[src/hw/rtl/negative_cycle_finder_macros.svh]
// Assertion macros for the negative cycle finder.
`ifndef NEGATIVE_CYCLE_FINDER_MACROS_SVH
`define NEGATIVE_CYCLE_FINDER_MACROS_SVH

`ifndef SYNTHESIS
// Same-cycle implication.
`define NCF_ASSERT_IMP(lbl, clk, rst_n, ante, cons, msg) \
    lbl: assert property (@(posedge clk) disable iff (!rst_n) (ante) |-> (cons)) \
        else $error(msg);
// Next-cycle implication.
`define NCF_ASSERT_NXT(lbl, clk, rst_n, ante, cons, msg) \
    lbl: assert property (@(posedge clk) disable iff (!rst_n) (ante) |=> (cons)) \
        else $error(msg);
`else
`define NCF_ASSERT_IMP(lbl, clk, rst_n, ante, cons, msg)
`define NCF_ASSERT_NXT(lbl, clk, rst_n, ante, cons, msg)
`endif

`endif

[src/hw/rtl/ncf_ram.sv]
// Generic simple dual-port RAM with registered read.
`default_nettype none
module ncf_ram #(
    parameter int WIDTH = 8,
    parameter int DEPTH = 16,
    localparam int AW = (DEPTH > 1) ? $clog2(DEPTH) : 1
) (
    input  wire logic             i_clk,
    input  wire logic             i_we,
    input  wire logic [AW-1:0]    i_waddr,
    input  wire logic [WIDTH-1:0] i_wdata,
    input  wire logic [AW-1:0]    i_raddr,
    output logic      [WIDTH-1:0] o_rdata
);
    logic [WIDTH-1:0] mem [DEPTH];

    // Write, then read with a registered output
    always_ff @(posedge i_clk) begin
        if (i_we) begin
            mem[i_waddr] <= i_wdata;
        end
        o_rdata <= mem[i_raddr];
    end
endmodule
`default_nettype wire

[config.mk]
export PLATFORM = sky130hd
export DESIGN_NAME = ncf_ram
export DESIGN_NICKNAME = d
export VERILOG_FILES = /design/src/hw/rtl/negative_cycle_finder_macros.svh /design/src/hw/rtl/ncf_ram.sv
export SDC_FILE = /design/constraint.sdc
export NUM_CORES = 1
export LEC_CHECK = 0
export BUFFER_PORTS_ARGS = -buffer_cell sky130_fd_sc_hd__buf_4
export CAP_MARGIN = 15
export CORE_MARGIN = 3
export CORE_UTILIZATION = 51
export DETAILED_ROUTE_END_ITERATION = 6
export PLACE_DENSITY = 0.68
export SYNTH_ARGS = -nofsm -noshare
export SYNTH_HDL_FRONTEND = slang
export SYNTH_SLANG_ARGS = --single-unit
[constraint.sdc]
create_clock -name i_clk -period 2.6 [get_ports i_clk]
set_input_delay 0.13 -clock i_clk [delete_from_list [all_inputs] [get_ports i_clk]]
set_output_delay 0.13 -clock i_clk [all_outputs]
set_load 0.05 [all_outputs]
# ---- Word level (Yosys, flattened, before mapping)
# Memories as Yosys holds them, arrays and structs flattened. A register that Yosys moved wholly into a read port is not among the register bits.
# Index checks and enable logic that the tools add are counted.
dict set report classes {
  muxes 2
}
# cell count
set op_table {}
lappend op_table {{1-bit two-way mux} 2}
dict set report totals {
  ram_bits 128
  out_inout_bits 8
  word_cells 3
  mem_count 1
  ff_bits 0
  in_bits 18
}
# name depth width rd rd_clocked_by_memory_dff wr line
set memory_table {}
lappend memory_table {mem 16 8 1 1 1 ncf_ram.sv:15} ;# logic [WIDTH-1:0] mem [DEPTH];

# ---- Logic depth before layout (Yosys ltp)
dict set report depth {
  word_depth 2
  mapped_depth 5
  ltp_nobuf 3
}

# ---- Worst setup path after synthesis
# OpenSTA, ideal clock, no wires.
dict set report synth_timing {
  path_type {input to register}
  start {in i_waddr[2]}
  end {mem mem[0][0] (enable)}
  required_time_ns 2.217
  path_stages 2
  t_arrival_ns 1.240
  setup_slack_ns 0.977
  cell_sequence {or3b_2 nor3_1}
}
# item line
set synth_lines {}
lappend synth_lines {{start: declaration} ncf_ram.sv:10} ;# input wire logic [AW-1:0] i_waddr,
lappend synth_lines {{end: declaration} ncf_ram.sv:15}
# Straight into the memory's write port.

==> impl_metrics.ini <==
[final_layout]
n_antenna_cell = 0
fin_nets = 296
fillers = 678
areaGrowthSynthToFinish_pct = 20.3
drive_gt1_frac = 0.279
stdcell_count = 423

[power]
p_switching_mw = 1.04
switching_share = 0.194
peakVddDrop_uv = 651
p_int_mw = 4.31
leakage_nw = 2.10
p_seq_frac = 0.462
powerDensity_nw_per_um2 = 862
pwr-share-comb = 0.054
clkPwrFrac = 0.484

[sta]
max_freq_mhz = 725
slew-limit-headroom = 0.363
max_slew.worst_pin.slew_ns = 0.953
min_period_ns = 1.38
slew_viol_final = 0
tns_ns = 0
fin_skew_ns = 0.00635
rsz0062_at_grt = no
finalHoldViolCount = 0
setup_viol = 0
timing.final.crit_share = 0.530

[worst_setup_path]
path_class = flop to flop
timing.critical_path.arrival_ns = 1.77
crit_path_start_kind = flop
worst_ep_required_time_ns = 2.99
reg2reg_setup_slack_ns = 1.22
reg2regPathDepth = 3
reg2reg_to = o_rdata[6]
path_max_fanout = 1
r2r_start = mem[2][6]
end_kind = flop

[floorplan]
initial_core_util = 0.527
io_pins = 26
die_h_um = 106
row_count = 36
dieArea_um2 = 11300
die_w_um = 106
fp.coreArea_um2 = 9770

[synth]
yosys_register_bits = 136
yosys.area.top_type = edfxtp_1
synthXorXnorAreaFrac = 0
yosysSeqAreaShare = 0.778
synth_simple_gate_area_frac = 0.0318
synth_top_area_share = 0.747
ys.flop_type = edfxtp_1
synth.distinct_cells = 19
yosys.area_share.adder = 0
avgSynthCellArea_um2 = 22.5
yosysMostFrequentCell = edfxtp_1
synth_top_family_by_area = multiplexers
syn_area_um2 = 5150
ys_warn_count = 0
synthCells = 229
async_flop_share = 0
synth_mux_area_frac = 0.150
synth_common_cells = edfxtp_1 (128), mux4_2 (18), a22oi_1 (16)
mappedNetlistNets = 247
synth_compound_area_frac = 0.0233
netlist_top_cells_area = edfxtp_1 (75%), mux4_2 (7.9%), mux4_1 (7.1%), dfxtp_1 (3.1%), a22oi_1 (2.3%)
synth_edf_count = 128

[detailed_routing]
drc = 0
drtIter0Drc = 152
dr.pass1.iters = 4
met2_length_mm = 4.74
maxUsedRoutingLayer = met4
vias = 2400
drt_wl_total_mm = 9.53
antenna_left = 0
wl_met1_mm = 4.21
routedWlPerCell_um = 22.5
avgViaCountPerCell = 5.67
wl_met3_um = 500

[grt]
overflow = 0
grt_pass1_wl_mm = 14.4
grt_pass1_vias = 2489
grt_max_degree = 33
grt_usage = 0.182
antenna_found_initial = 0

[cts]
ctsHoldBuffers = 8
cts.sinks = 136
cts.htree.levels = 4
clk_latency_ns = 0.52
cts-resized-gates = 0
postCtsSetupBuffers = 0
numCtsBuffers = 17
clockBufferDepth = 2
cts_tree = done
clk_pin_slew_worst_paths_ns = 0.06
clockRootBuffer = clkbuf_8

[flow_run]
max_cap_violations = 0

[min_path]
hold_depth = 3
min_to = mem[0][4]
hp-class = input pin to flop
hold_start = i_waddr[0]

[placement]
dp_hpwl_mm = 5.78
port_buffers = 25
finalWeightedCongestion = 0.753
dpl.cell_count = 384

[outcome]
status = finished, final reports clean
[state kept, by name (all words and copies together), names as in the netlist]
register  flops
mem         128
o_rdata       8
[per-layer routing]
layer,vias to the layer above,global-route usage
li1,1070,-
met4,0,0.0630
met5,-,0
met2,78,0.283
met1,1244,0.254
met3,8,0.0486
[kinds of logic (layout without fill, tap and decap cells)]
logic type,Yosys count,count (layout)
flops,136,136
simple gates,35,35
mux,32,32
compound gates,16,16
buf+inv,10,71
[power by group through the flow]
stage               Combinational (mW)  Sequential, mW  Clock (mW)
floorplan                        0.124            2.56           0
global placement                 0.276            2.51           0
detailed placement               0.281            2.51           0
CTS                              0.292            2.47        2.61
global route                     0.307            2.47        2.72
finish                           0.287            2.47        2.59
[how the worst max path moves through the flow]
stage	end	start	slack (ns)	cells past startpoint
2_1_floorplan	mem[0][0]	i_waddr[2]	0.98	2
5_1_grt	o_rdata[6]	mem[2][6]	1.20	3
6_report	o_rdata[6]	mem[2][6]	1.22	3
4_1_cts	o_rdata[6]	mem[2][6]	1.21	3
3_5_place_dp	o_rdata[2]	i_raddr[0]	0.78	4
3_3_place_gp	mem[2][2]	i_waddr[2]	0.77	3
[critical path: stages, from the launching register on]
cell and delay (ns):
edfxtp_1 0.39, mux4_2 0.49, a22oi_1 0.30, nand2_1 0.09
[cell type report]
cell class,count,area (um2),area share
clock buffers,18,418,0.0675
clock inverters,13,228,0.0368
multi-input cells,83,1060,0.171
flip-flops and latches,136,4000,0.646
well taps,133,166,0.0269
repair buffers,40,320,0.0517
[metrics by stage]
step	setup WS [ns]	power, mW	hold WS (ns)	utilization	cell area, um2
3_5_place_dp	0.785	2.79	0.439	0.559	5470
2_1_floorplan	0.977	2.68	0.229	-	5150
5_1_grt	1.20	5.50	0.146	0.634	6190
4_1_cts	1.21	5.37	0.113	0.634	6190
6_report	1.22	5.34	0.136	0.634	6190
3_3_place_gp	0.774	2.79	0.434	0.559	5470
[cell usage in the layout (no fill, tap or decap)]
| cell | Yosys | layout |
|---|---|---|
| edfxtp_1 | 128 | 128 |
| buf_4 | 1 | 32 |
| mux4_2 | 18 | 18 |
| a22oi_1 | 16 | 16 |
| clkbuf_16 | 0 | 16 |
| mux4_1 | 14 | 14 |
| nor2_1 | 13 | 13 |
| nand2_1 | 9 | 9 |
| dlygate4sd3_1 | 0 | 8 |
| dfxtp_1 | 8 | 8 |
| bufinv_16 | 0 | 6 |
| nor3_1 | 4 | 4 |
| clkinv_2 | 0 | 3 |
| nand3b_1 | 2 | 2 |
| nand2b_1 | 2 | 2 |
| clkinvlp_4 | 0 | 2 |
| clkinv_4 | 0 | 2 |
| nor2b_1 | 1 | 1 |
| and2_1 | 1 | 1 |
| and2b_1 | 1 | 1 |
| nand3_1 | 1 | 1 |
| or3b_2 | 1 | 1 |
| clkbuf_8 | 0 | 1 |
| clkbuf_1 | 0 | 1 |
(Power assumes the default switching activity.)
