`config.mk`:
```
export PLATFORM = sky130hd
export DESIGN_NAME = ncf_engine
export DESIGN_NICKNAME = d
export VERILOG_FILES = /design/src/hw/rtl/negative_cycle_finder_macros.svh /design/src/hw/rtl/ncf_pkg.sv /design/src/hw/rtl/ncf_ram.sv /design/src/hw/rtl/ncf_engine.sv
export SDC_FILE = /design/constraint.sdc
export NUM_CORES = 2
export LEC_CHECK = 0
export BUFFER_PORTS_ARGS = -buffer_cell sky130_fd_sc_hd__buf_2
export CAP_MARGIN = 20
export CORE_ASPECT_RATIO = 0.6
export CORE_MARGIN = 10
export CORE_UTILIZATION = 30
export CTS_CLUSTER_SIZE = 24
export DETAILED_ROUTE_END_ITERATION = 7
export PLACE_DENSITY = 0.44
export SLEW_MARGIN = 20
export SYNTH_ARGS = -nofsm -noshare
export SYNTH_HDL_FRONTEND = slang
export SYNTH_SLANG_ARGS = --single-unit
export TNS_END_PERCENT = 30
```
`constraint.sdc`:
```
create_clock -name i_clk -period 23.3 [get_ports i_clk]
set_input_delay 2.33 -clock i_clk [delete_from_list [all_inputs] [get_ports i_clk]]
set_output_delay 2.33 -clock i_clk [all_outputs]
set_load 0.05 [all_outputs]
```
`src/hw/rtl/negative_cycle_finder_macros.svh`:
```
// Assertion macros for the negative cycle finder.
`ifndef NEGATIVE_CYCLE_FINDER_MACROS_SVH
`define NEGATIVE_CYCLE_FINDER_MACROS_SVH

`ifndef SYNTHESIS
// Same-cycle implication.
`define NCF_ASSERT_IMP(lbl, clk, rst_n, ante, cons, msg) \
    lbl: assert property (@(posedge clk) disable iff (!rst_n) (ante) |-> (cons)) \
        else $error(msg);
// Next-cycle implication.
`define NCF_ASSERT_NXT(lbl, clk, rst_n, ante, cons, msg) \
    lbl: assert property (@(posedge clk) disable iff (!rst_n) (ante) |=> (cons)) \
        else $error(msg);
`else
`define NCF_ASSERT_IMP(lbl, clk, rst_n, ante, cons, msg)
`define NCF_ASSERT_NXT(lbl, clk, rst_n, ante, cons, msg)
`endif

`endif

```
`src/hw/rtl/ncf_pkg.sv`:
```
// Shared types and constants of the negative cycle finder.
`default_nettype none
package ncf_pkg;
    localparam int NODES_DEF = 32;
    localparam int EDGES_DEF = 256;
    localparam int NODE_W    = 6;
    localparam int WEIGHT_W  = 32;
    localparam int DIST_W    = 64;
    localparam int CMD_W     = 2;

    localparam logic [CMD_W-1:0] CMD_LOAD  = 2'd0;
    localparam logic [CMD_W-1:0] CMD_CLEAR = 2'd1;
    localparam logic [CMD_W-1:0] CMD_RUN   = 2'd2;

    typedef struct packed {
        logic [NODE_W-1:0]   src;
        logic [NODE_W-1:0]   dst;
        logic [WEIGHT_W-1:0] weight;
    } t_edge;

    typedef struct packed {
        logic              start;
        logic [NODE_W-1:0] node_count;
    } t_run_req;

    typedef struct packed {
        logic              valid;
        logic              found;
        logic [NODE_W-1:0] node;
        logic              last;
    } t_result;
endpackage
`default_nettype wire

```
`src/hw/rtl/ncf_ram.sv`:
```
// Generic simple dual-port RAM with registered read.
`default_nettype none
module ncf_ram #(
    parameter int WIDTH = 8,
    parameter int DEPTH = 16,
    localparam int AW = (DEPTH > 1) ? $clog2(DEPTH) : 1
) (
    input  wire logic             i_clk,
    input  wire logic             i_we,
    input  wire logic [AW-1:0]    i_waddr,
    input  wire logic [WIDTH-1:0] i_wdata,
    input  wire logic [AW-1:0]    i_raddr,
    output logic      [WIDTH-1:0] o_rdata
);
    logic [WIDTH-1:0] mem [DEPTH];

    // Write, then read with a registered output
    always_ff @(posedge i_clk) begin
        if (i_we) begin
            mem[i_waddr] <= i_wdata;
        end
        o_rdata <= mem[i_raddr];
    end
endmodule
`default_nettype wire

```
`src/hw/rtl/ncf_engine.sv`:
```
// Search engine: relaxation rounds, flagging, depth-first search, cycle output.
`default_nettype none
module ncf_engine #(
    parameter int NODES = ncf_pkg::NODES_DEF,
    parameter int EDGES = ncf_pkg::EDGES_DEF,
    localparam int EAW = (EDGES > 1) ? $clog2(EDGES) : 1,
    localparam int ECW = $clog2(EDGES + 1)
) (
    input  wire logic              i_clk,
    input  wire logic              i_rst_n,
    input  wire ncf_pkg::t_run_req i_req,
    input  wire logic [ECW-1:0]    i_loaded,
    output logic      [EAW-1:0]    o_edge_raddr,
    input  wire ncf_pkg::t_edge    i_edge_q,
    output logic                   o_busy,
    output ncf_pkg::t_result       o_res
);
    import ncf_pkg::*;

    localparam int NDEPTH = NODES + 1;
    localparam int NAW    = $clog2(NDEPTH);
    localparam int SPW    = $clog2(NODES + 2);
    localparam int SW     = NODE_W + ECW;

    typedef enum logic [3:0] {
        ST_IDLE, ST_EREAD, ST_EDATA, ST_DU, ST_DV, ST_CMP, ST_POP, ST_NEXTU,
        ST_DONE, ST_PWALK, ST_HEAD, ST_BODY, ST_TAIL, ST_NONE
    } t_state;

    typedef enum logic [1:0] {PH_RELAX, PH_FLAG, PH_SEARCH} t_phase;

    t_state              r_state;
    t_phase              r_phase;
    logic [NODE_W-1:0]   r_nc;
    logic [NODE_W-1:0]   r_round;
    logic [NODE_W:0]     r_u;
    logic [ECW-1:0]      r_e;
    logic [NODE_W-1:0]   r_src;
    logic [NODE_W-1:0]   r_dst;
    logic [WEIGHT_W-1:0] r_w;
    logic [DIST_W-1:0]   r_du;
    logic [DIST_W-1:0]   r_dv;
    logic [DIST_W-1:0]   r_cand;
    logic                r_dq_ok;
    logic [NODE_W-1:0]   r_top;
    logic [SPW-1:0]      r_sp;
    logic [NAW-1:0]      r_steps;
    logic [NDEPTH-1:0]   r_dvalid;
    logic [NDEPTH-1:0]   r_pvalid;
    logic [NDEPTH-1:0]   r_flag;
    t_result             r_res;

    logic [NODE_W-1:0] n_nc;
    logic [NODE_W-1:0] key;
    logic              usable;
    logic              hit;
    logic              e_end;
    logic              better;
    logic              take;
    logic              push_ok;
    logic              walk_go;
    logic [DIST_W-1:0] dist_val;

    logic              dist_we;
    logic [NAW-1:0]    dist_raddr;
    logic [DIST_W-1:0] dist_q;
    logic              par_we;
    logic [NAW-1:0]    par_raddr;
    logic [NODE_W-1:0] par_q;
    logic              stk_we;
    logic [NAW-1:0]    stk_waddr;
    logic [SW-1:0]     stk_wdata;
    logic [NAW-1:0]    stk_raddr;
    logic [SW-1:0]     stk_q;

    // Clamp the node count into 1..NODES
    always_comb begin
        if (i_req.node_count == '0) begin
            n_nc = NODE_W'(1);
        end else if (i_req.node_count > NODE_W'(NODES)) begin
            n_nc = NODE_W'(NODES);
        end else begin
            n_nc = i_req.node_count;
        end
    end

    // Decode the edge beat and the compare
    assign key     = (r_phase == PH_RELAX) ? r_u[NODE_W-1:0] : r_top;
    assign usable  = (i_edge_q.src != '0) && (i_edge_q.src <= r_nc) &&
                     (i_edge_q.dst != '0) && (i_edge_q.dst <= r_nc);
    assign hit     = usable && ((r_phase == PH_FLAG) || (i_edge_q.src == key));
    assign e_end   = (r_e == i_loaded);
    assign better  = $signed(r_dv) > $signed(r_cand);
    assign take    = better && !r_pvalid[r_dst[NAW-1:0]];
    assign push_ok = r_sp < SPW'(NDEPTH);
    assign walk_go = (par_q != r_u[NODE_W-1:0]) &&
                     ((NODE_W'(r_steps) + NODE_W'(1)) < r_nc);
    assign dist_val = r_dq_ok ? dist_q : '0;

    assign o_edge_raddr = r_e[EAW-1:0];

    // Drive memory ports from the current state
    always_comb begin
        dist_raddr = '0;
        dist_we    = 1'b0;
        par_raddr  = '0;
        par_we     = 1'b0;
        stk_we     = 1'b0;
        stk_waddr  = '0;
        stk_wdata  = '0;
        stk_raddr  = '0;
        case (r_state)
            ST_EDATA: begin
                if (hit) begin
                    dist_raddr = i_edge_q.src[NAW-1:0];
                end
            end
            ST_DU: begin
                dist_raddr = r_dst[NAW-1:0];
            end
            ST_CMP: begin
                if (r_phase == PH_RELAX) begin
                    dist_we = better;
                end else if (r_phase == PH_SEARCH) begin
                    dist_we = take;
                    par_we  = take;
                    if (take && push_ok) begin
                        stk_we    = 1'b1;
                        stk_waddr = NAW'(r_sp - SPW'(1));
                        stk_wdata = {r_top, ECW'(r_e + ECW'(1))};
                    end
                end
            end
            ST_EREAD: begin
                if (e_end && r_phase == PH_SEARCH && r_sp > SPW'(1)) begin
                    stk_raddr = NAW'(r_sp - SPW'(2));
                end
            end
            ST_DONE: begin
                par_raddr = r_u[NAW-1:0];
            end
            ST_PWALK: begin
                if (walk_go) begin
                    stk_we    = 1'b1;
                    stk_waddr = r_steps;
                    stk_wdata = {par_q, ECW'(0)};
                    par_raddr = par_q[NAW-1:0];
                end
            end
            ST_HEAD, ST_BODY: begin
                if (r_steps != '0) begin
                    stk_raddr = r_steps - NAW'(1);
                end
            end
            default: begin
            end
        endcase
    end

    // Sequence the run and hold registered results
    always_ff @(posedge i_clk) begin
        if (!i_rst_n) begin
            r_state  <= ST_IDLE;
            r_phase  <= PH_RELAX;
            r_res    <= '0;
            r_dvalid <= '0;
            r_pvalid <= '0;
            r_flag   <= '0;
            r_sp     <= '0;
        end else begin
            r_res.valid <= 1'b0;
            r_dq_ok     <= r_dvalid[dist_raddr];
            case (r_state)
                ST_IDLE: begin
                    if (i_req.start) begin
                        r_nc     <= n_nc;
                        r_dvalid <= '0;
                        r_pvalid <= '0;
                        r_flag   <= '0;
                        r_round  <= '0;
                        r_u      <= (NODE_W+1)'(1);
                        r_e      <= '0;
                        r_phase  <= PH_RELAX;
                        r_state  <= ST_EREAD;
                    end
                end
                ST_EREAD: begin
                    if (!e_end) begin
                        r_state <= ST_EDATA;
                    end else begin
                        case (r_phase)
                            PH_RELAX: begin
                                r_e <= '0;
                                if (r_u[NODE_W-1:0] == r_nc) begin
                                    r_u <= (NODE_W+1)'(1);
                                    if (r_round == r_nc - NODE_W'(1)) begin
                                        r_phase <= PH_FLAG;
                                    end else begin
                                        r_round <= r_round + NODE_W'(1);
                                    end
                                end else begin
                                    r_u <= r_u + (NODE_W+1)'(1);
                                end
                            end
                            PH_FLAG: begin
                                r_u     <= (NODE_W+1)'(1);
                                r_state <= ST_NEXTU;
                            end
                            default: begin
                                // pop the finished node
                                r_sp <= r_sp - SPW'(1);
                                if (r_sp == SPW'(1)) begin
                                    r_state <= ST_DONE;
                                end else begin
                                    r_state <= ST_POP;
                                end
                            end
                        endcase
                    end
                end
                ST_POP: begin
                    r_top   <= stk_q[SW-1:ECW];
                    r_e     <= stk_q[ECW-1:0];
                    r_state <= ST_EREAD;
                end
                ST_EDATA: begin
                    if (hit) begin
                        r_src   <= i_edge_q.src;
                        r_dst   <= i_edge_q.dst;
                        r_w     <= i_edge_q.weight;
                        r_state <= ST_DU;
                    end else begin
                        r_e     <= r_e + ECW'(1);
                        r_state <= ST_EREAD;
                    end
                end
                ST_DU: begin
                    r_du    <= dist_val;
                    r_state <= ST_DV;
                end
                ST_DV: begin
                    r_dv    <= dist_val;
                    r_cand  <= r_du + {{(DIST_W-WEIGHT_W){r_w[WEIGHT_W-1]}}, r_w};
                    r_state <= ST_CMP;
                end
                ST_CMP: begin
                    r_state <= ST_EREAD;
                    r_e     <= r_e + ECW'(1);
                    case (r_phase)
                        PH_RELAX: begin
                            if (better) begin
                                r_dvalid[r_dst[NAW-1:0]] <= 1'b1;
                            end
                        end
                        PH_FLAG: begin
                            if (better) begin
                                r_flag[r_src[NAW-1:0]] <= 1'b1;
                            end
                        end
                        default: begin
                            if (take) begin
                                r_dvalid[r_dst[NAW-1:0]] <= 1'b1;
                                r_pvalid[r_dst[NAW-1:0]] <= 1'b1;
                                if (push_ok) begin
                                    r_top <= r_dst;
                                    r_e   <= '0;
                                    r_sp  <= r_sp + SPW'(1);
                                end
                            end
                        end
                    endcase
                end
                ST_NEXTU: begin
                    if (r_u > {1'b0, r_nc}) begin
                        r_state <= ST_NONE;
                    end else if (!r_flag[r_u[NAW-1:0]]) begin
                        r_u <= r_u + (NODE_W+1)'(1);
                    end else begin
                        r_pvalid <= '0;
                        r_sp     <= SPW'(1);
                        r_top    <= r_u[NODE_W-1:0];
                        r_e      <= '0;
                        r_phase  <= PH_SEARCH;
                        r_state  <= ST_EREAD;
                    end
                end
                ST_DONE: begin
                    if (r_pvalid[r_u[NAW-1:0]]) begin
                        r_steps <= '0;
                        r_state <= ST_PWALK;
                    end else begin
                        r_u     <= r_u + (NODE_W+1)'(1);
                        r_state <= ST_NEXTU;
                    end
                end
                ST_PWALK: begin
                    if (walk_go) begin
                        r_steps <= r_steps + NAW'(1);
                        if (!r_pvalid[par_q[NAW-1:0]]) begin
                            r_state <= ST_HEAD;
                        end
                    end else begin
                        r_state <= ST_HEAD;
                    end
                end
                ST_HEAD: begin
                    r_res <= '{valid: 1'b1, found: 1'b1, node: r_u[NODE_W-1:0], last: 1'b0};
                    if (r_steps != '0) begin
                        r_steps <= r_steps - NAW'(1);
                        r_state <= ST_BODY;
                    end else begin
                        r_state <= ST_TAIL;
                    end
                end
                ST_BODY: begin
                    r_res <= '{valid: 1'b1, found: 1'b1, node: stk_q[SW-1:ECW], last: 1'b0};
                    if (r_steps != '0) begin
                        r_steps <= r_steps - NAW'(1);
                    end else begin
                        r_state <= ST_TAIL;
                    end
                end
                ST_TAIL: begin
                    r_res   <= '{valid: 1'b1, found: 1'b1, node: r_u[NODE_W-1:0], last: 1'b1};
                    r_state <= ST_IDLE;
                end
                ST_NONE: begin
                    r_res   <= '{valid: 1'b1, found: 1'b0, node: '0, last: 1'b1};
                    r_state <= ST_IDLE;
                end
                default: begin
                    r_state <= ST_IDLE;
                end
            endcase
        end
    end

    assign o_busy = (r_state != ST_IDLE);
    assign o_res  = r_res;

    // Node distances
    ncf_ram #(.WIDTH(DIST_W), .DEPTH(NDEPTH)) u_dist (
        .i_clk   (i_clk),
        .i_we    (dist_we),
        .i_waddr (r_dst[NAW-1:0]),
        .i_wdata (r_cand),
        .i_raddr (dist_raddr),
        .o_rdata (dist_q)
    );

    // Search parents
    ncf_ram #(.WIDTH(NODE_W), .DEPTH(NDEPTH)) u_parent (
        .i_clk   (i_clk),
        .i_we    (par_we),
        .i_waddr (r_dst[NAW-1:0]),
        .i_wdata (r_top),
        .i_raddr (par_raddr),
        .o_rdata (par_q)
    );

    // Search stack, reused for the cycle chain
    ncf_ram #(.WIDTH(SW), .DEPTH(NDEPTH)) u_stack (
        .i_clk   (i_clk),
        .i_we    (stk_we),
        .i_waddr (stk_waddr),
        .i_wdata (stk_wdata),
        .i_raddr (stk_raddr),
        .o_rdata (stk_q)
    );
endmodule
`default_nettype wire

```
Yosys cells after proc, flatten, opt, wreduce, memory -nomap -nowiden --
Memory sizes are Yosys's and may differ from the RTL's. A register that Yosys moved wholly into a read port is not among the register bits. Index checks and enable logic that the tools add are counted.
Storage, ports and cells: register bits 397, bits in writable memories 2805, output and inout bits 18, word-level logic and storage cells 280, memories kept 3
Memories:
- u_dist.mem | depth 33, bits a word 64, rd ports 1, clocked after Yosys merged registers in 1, write ports 1, line ncf_ram.sv:15 | logic [WIDTH-1:0] mem [DEPTH];
- u_stack.mem | depth 33, bits a word 15, rd ports 1, clocked after Yosys merged registers in 1, write ports 1, line ncf_ram.sv:15
- u_parent.mem | depth 33, bits a word 6, rd ports 1, clocked after Yosys merged registers in 1, write ports 1, line ncf_ram.sv:15
Cells by class: add/sub/neg operators 10, magnitude comparators 15, equal/unequal tests 49, multiplexer cells 127, bitwise logic cells 3, reduce and logical (&&, ||, !) cells 49
Operator list (count):
- 33-bit 2-to-1 mux | 9
- 33-bit one-hot mux with 2 select lines | 3
- 6-bit 2-to-1 mux | 30
- 33-bit OR | 3
- 33-bit one-hot mux with 3 select lines | 1
- 9-bit 2-to-1 mux | 9
- 64-bit adder | 1
- 64-bit greater-than comparator | 1
- 64-bit 2-to-1 mux | 1
- 15-bit 2-to-1 mux | 4
- 6-bit one-hot mux with 2 select lines | 5
- 6-bit one-hot mux with 3 select lines | 3
- 9-bit one-hot mux with 6 select lines | 1
- 4-bit one-hot mux with 11 select lines | 1
- 7-bit 2-to-1 mux | 6
- 2-bit != test, second input constant | 21
- 4-bit 2-to-1 mux | 9
- 9-bit one-hot mux with 4 select lines | 1
- 6-bit by 7-bit less-than comparator with 1-bit output, second input constant | 5
- 8-bit AND reduction | 4
- 1-bit binary-select mux with 6-bit select | 5
- 15-bit one-hot mux with 2 select lines | 1
- 7-bit one-hot mux with 4 select lines | 1
- 4-bit == test, second input constant | 6
- 48 further kinds | 122

Longest topological paths before layout --
word-level depth 11, gate-level depth with buffers 19, mapped depth without buffers 14

Cells and area by module --
From an unflattened synthesis, not the netlist that was laid out.
Unflattened totals: cells, all modules 7639, area total of the unflattened synthesis 133361.7 µm²
By module, submodules not included:
- ncf_ram (u_dist) | instances 1, cells each 3866, area an instance 82033.7 µm², seq. area each 64702.1 µm²
- ncf_engine | instances 1, cells each 2238, area an instance 23284.8 µm², seq. area each 10720.3 µm²
- ncf_ram (u_stack) | instances 1, cells each 1067, area an instance 19814.0 µm², seq. area each 15164.5 µm²
- ncf_ram (u_parent) | instances 1, cells each 468, area an instance 8229.1 µm², seq. area each 6065.8 µm²

Worst setup path before layout --
No wires, ideal clock.
path kind in2reg, start point input port i_rst_n, end point register r_cand[0], enable pin, setup time 772 ps, arrival 11439 ps, required time 22528 ps, slack 11090 ps, cell stages on the path 3, buffers on the path 1, cell sequence clkinv_1 clkbuf_1 nor3_1
On the way: longest elaborated chain between the ends 1
RTL lines:
- start: declaration | line ncf_engine.sv:10 | input wire logic i_rst_n,
- 2-bit AND reduction (no source line)
- end signal: assignment | line ncf_engine.sv:243 | r_cand <= r_du + {{(DIST_W-WEIGHT_W){r_w[WEIGHT_W-1]}}, r_w};
- end: declaration | line ncf_engine.sv:43 | logic [DIST_W-1:0] r_cand;
No other way between the ends. A chain may end at the register's enable or synchronous reset.

Worst setup path after layout --
start point input port i_edge_q[41] (netlist name), end point register u_dist.o_rdata[34], read port of u_dist.mem
On the way: longest elaborated chain between the ends 7
RTL lines:
- start: declaration | line ncf_engine.sv:14 | input wire ncf_pkg::t_edge i_edge_q,
- 6-bit less-or-equal comparator or 6-bit nonzero test (tied branches) | line ncf_engine.sv:89 | assign usable = (i_edge_q.src != '0) && (i_edge_q.src <= r_nc) &&
- 1-bit logical AND (2 in a row) | line ncf_engine.sv:89
- 1-bit logical AND | line ncf_engine.sv:90 | (i_edge_q.dst != '0) && (i_edge_q.dst <= r_nc);
- 1-bit logical AND | line ncf_engine.sv:91 | assign hit = usable && ((r_phase == PH_FLAG) || (i_edge_q.src == key));
- 6-bit 2-to-1 mux (*) | line ncf_engine.sv:114 | if (hit) begin
- 6-bit one-hot mux with 2 select lines (*) | line ncf_engine.sv:112 | case (r_state)
- end: declaration | line ncf_ram.sv:13 | output logic [WIDTH-1:0] o_rdata
Every way passes the cells marked *; elsewhere a longest branch is shown, timed or not.

==> run_results.csv <==
group,metric,value,unit
setup_path,r2r_slack,15.06,ns
logic_synthesis,synth_top_area_share,69.1,%
sta,finClkSkew,0.0673,ns
logic_synthesis,synthMuxAreaShare,3.74,%
die,rows,190,
logic_synthesis,synth_cells,9777,
sta,tightestPinTransition,1.44,ns
power_and_ir_drop,combPwrFrac,12.1,%
sta,fmax,0.110,GHz
power_and_ir_drop,power.switching,0.00381,W
sta,min_period,9.11,ns
logic_synthesis,synth_seq_cells,3287,
place,placed_cells,15500,
setup_path,r2r.worst_path.cells,17,
clocking,numCtsBuffers,335,
sta,tns,0,ns
power_and_ir_drop,p_clk_share,39.6,%
logic_synthesis,synth_nets,10000,
logic_synthesis,synth_common_cells,"edfxtp_1 (3,082), nand2_1 (1,788), a21oi_1 (437)",
power_and_ir_drop,switching_share,27.0,%
clocking,cts_max_path_buffers,4,
route,drt_iter0_drc,12800,
logic_synthesis,synth_xor_area_share,0.778,%
die,die_y,538,um
die,die_area,0.475,sq mm
sta,period_share,39.1,%
sta,report.final.slew_viol_count,0,
clocking,htreeDepth,5,
setup_path,max_stage_delay,0.80,ns
route,wl,500,mm
place,hpwl,286,mm
setup_path,end_kind,"register",
place,place_ws,13.52,ns
global_route,grt_pass1_vias,82600,
setup_path,startpoint_type,"input port",
logic_synthesis,synth_area_leaders,"edfxtp_1 (69%), nand2_1 (5.0%), mux2i_1 (3.3%)",
power_and_ir_drop,power_density,91.7,mW/mm^2
layout,postLayoutCoreUtil,34.6,%
logic_synthesis,synthArstFlopShare,0,%
sta,setup_viol,0,
clocking,cts_root_buf,"clkbuf_16",
logic_synthesis,synthSimpleGateAreaFrac,10.5,%
place,globalplace.congestion,0.867,
global_route,grt_max_degree,147,
route,vias,88100,
layout,num-fill-cells,42900,
clocking,clock_latency,0.96,ns
logic_synthesis,yosysMostFrequentCell,"edfxtp_1",
logic_synthesis,seq_area_frac_synth,72.1,%
clocking,post-cts-setup-buffer-count,0,
logic_synthesis,syn_avg_cell_area,13.7,sq um
die,io_pins,80,
min_path,hp-start,"u_dist.mem[32][31]$_DFFE_PP_",
min_path,min_to,"u_dist.o_rdata[31]$_DFF_P_",
setup_path,cp_data_required_time,24.09,ns
route,first_pass_iters,7,
die,core-area,0.446,sq mm
sta,rsz0062_at_grt,"no",
logic_synthesis,yosysUniqueCellTypes,86,
sta,maxSlewHeadroom,4.21,%
clocking,clk_pin_slew,0.07,ns
sta,setup_slack,14.19,ns
place,io_buffers,79,
layout,areaGrowthSynthToFinish,15.0,%
power_and_ir_drop,p_int,0.0103,W
layout,drive_above_1_share,10.6,%
setup_path,critPathMaxFanout,108,
status,outcome,"finished clean",
route,wire_per_inst,31.0,um
setup_path,crit_chain,"buf_2 -> ha_1 -> and3_1 -> o21a_1 -> a2111oi_0 -> o22a_1 -> o2111ai_4 -> nand2_4 -> buf_4 -> buf_4 -> buf_12 -> buf_4 -> mux2_2 -> o21ai_0 -> o21ai_0 -> a221oi_1 -> a21oi_1",
global_route,gr-total-overflow,0,
clocking,cts_tree,"yes",
sta,final-hold-violation-count,0,
setup_path,critical-path-top-delay-family,"buffers and inverters",
setup_path,rr_startpoint,"r_nc[3]$_SDFFCE_PP0P_",
logic_synthesis,synth_top_family_by_area,"simple AND/OR/NAND/NOR gates",
die,start_util,30.1,%
setup_path,cp_num_buf_inv,5,
route,final_antenna_net_count,0,
power_and_ir_drop,p_leak,52.7,nW
logic_synthesis,yosysWarnings,0,
min_path,hold_path_depth,2,
setup_path,r2r_end,"u_dist.o_rdata[34]$_DFF_P_",
flow_run,drv_cap,0,
setup_path,cpMostUsedCell,"buf_4",
route,remaining_drc_errors,0,
setup_path,cp_slowest_cell,"buf_4",
setup_path,cp_data_arrival_time,9.89,ns
logic_synthesis,synth_compound_area_share,9.07,%
layout,num-nets-final,10100,
global_route,track_usage,20.3,%
power_and_ir_drop,total_power,0.0141,W
clocking,clkSinkCount,3287,
route,vias_per_cell,5.46,
logic_synthesis,synth_flop_cell,"edfxtp_1",
power_and_ir_drop,max-vdd-ir-drop,0.0000643,V
layout,finalNonFillerCells,16100,
logic_synthesis,yosysTopAreaCell,"edfxtp_1",
logic_synthesis,synth_adder_area_share,1.54,%
global_route,grt_pass1_wl,686,mm
global_route,grt_antenna_before_repair,60,
setup_path,critPathKind,"input port to register",
logic_synthesis,syn-cell-area,0.134,sq mm
power_and_ir_drop,seqPwrFrac,48.3,%
min_path,hold_class,"register to register",
die,die_width,883,um
clocking,cts_hold_buf,0,
logic_synthesis,synth-edff-count,3082,
clocking,post_cts_resize_count,0,
cell families (layout without fill, tap and decap cells):
group	after synthesis	after routing
AOI/OAI and AO/OA	1820	1820
adders and majority gates	164	164
buffers and inverters	729	1124
and+or+nand+nor	3189	3189
DFF	3287	3287
xor gates and xnor gates	119	119
other	0	21
muxes	469	469
final cells by class:
cell class / count / area, sq um / share of cell area (%)
Clock buffer: 430 / 9090 / 5.90
Clock inverter: 178 / 1970 / 1.28
Multi-Input combinational cell: 5761 / 35100 / 22.8
Inverter: 120 / 450 / 0.292
Tap cell: 5952 / 7450 / 4.83
Timing Repair Buffer: 396 / 3370 / 2.18
Antenna cell: 21 / 52.6 / 0.0341
Sequential cell: 3287 / 96700 / 62.7
per-stage QoR:
stage                     cell area, sq um  hold slack, ns
after floorplan                     134000           0.412
after global placement              142000           0.432
after detailed placement            143000           0.439
after CTS                           154000           0.455
after global routing                154000           0.480
final                               154000           0.452
power groups by stage:
stage	Combinational, W	Clock, W	Sequential [W]
after floorplan	0.000953	0	0.00688
after global placement	0.00164	0	0.00697
after detailed placement	0.00166	0	0.00696
after CTS	0.00167	0.00568	0.00684
after global routing	0.00183	0.00592	0.00682
final	0.00172	0.00559	0.00682
metal layers:
metal,part of all wire (%),GRT usage [%],up-vias
met5,0.026,0,-
met4,2.2,4.21,22
met3,9.4,4.14,622
met2,40,28.1,4157
met1,48,32.1,45900
li1,-,-,37400
state kept, by name, summed over array words and instances, names as in the netlist, 4 cells and up:
register	flops
u_dist.mem	2112
u_stack.mem	495
u_parent.mem	198
r_cand	64
r_du	64
r_dv	64
u_dist.o_rdata	64
r_dvalid	33
r_flag	33
r_pvalid	33
r_w	32
u_stack.o_rdata	15
o_res	9
r_e	9
r_u	7
r_dst	6
r_nc	6
r_round	6
r_sp	6
r_src	6
r_steps	6
r_top	6
u_parent.o_rdata	6
r_state	4
worst max-delay path by stage:
stage	start	slack (ns)	cells past startpoint	end
floorplan	i_rst_n	11.09	3	r_cand[0]$_DFFE_PP_
global placement	i_edge_q[42]	13.46	17	u_dist.o_rdata[34]$_DFF_P_
detailed placement	i_edge_q[41]	13.52	17	u_dist.o_rdata[34]$_DFF_P_
CTS	i_edge_q[41]	14.52	17	u_dist.o_rdata[34]$_DFF_P_
global route	i_edge_q[42]	14.08	17	u_dist.o_rdata[34]$_DFF_P_
finish	i_edge_q[41]	14.19	17	u_dist.o_rdata[34]$_DFF_P_
worst min-delay path: stages (launching register included):
cell and delay (ns):
edfxtp_1 0.33, nand2_1 0.05, o31ai_1 0.05
cells in the final DEF (no fill, tap or decap), drive strengths merged, types with 22 or more instances in the layout:
cell type / n
a311oi: 154
or3: 24
nor4: 77
clkinv: 121
buf: 395
a221o: 25
a22oi: 26
dfxtp: 205
a21o: 95
o211ai: 24
a211oi: 85
nand2: 1788
and3: 156
inv: 126
a32oi: 42
clkbuf: 431
xnor2: 73
o21ai: 315
a221oi: 31
nand3: 355
nor3: 112
o22ai: 196
ha: 163
a31oi: 137
a32o: 38
mux4: 24
bufinv: 39
nor2b: 31
nand4: 70
edfxtp: 3082
nor2: 389
a21oi: 437
and2: 98
o21a: 22
xor2: 46
mux2i: 436
No activity file was read; power rests on OpenSTA's default activity.
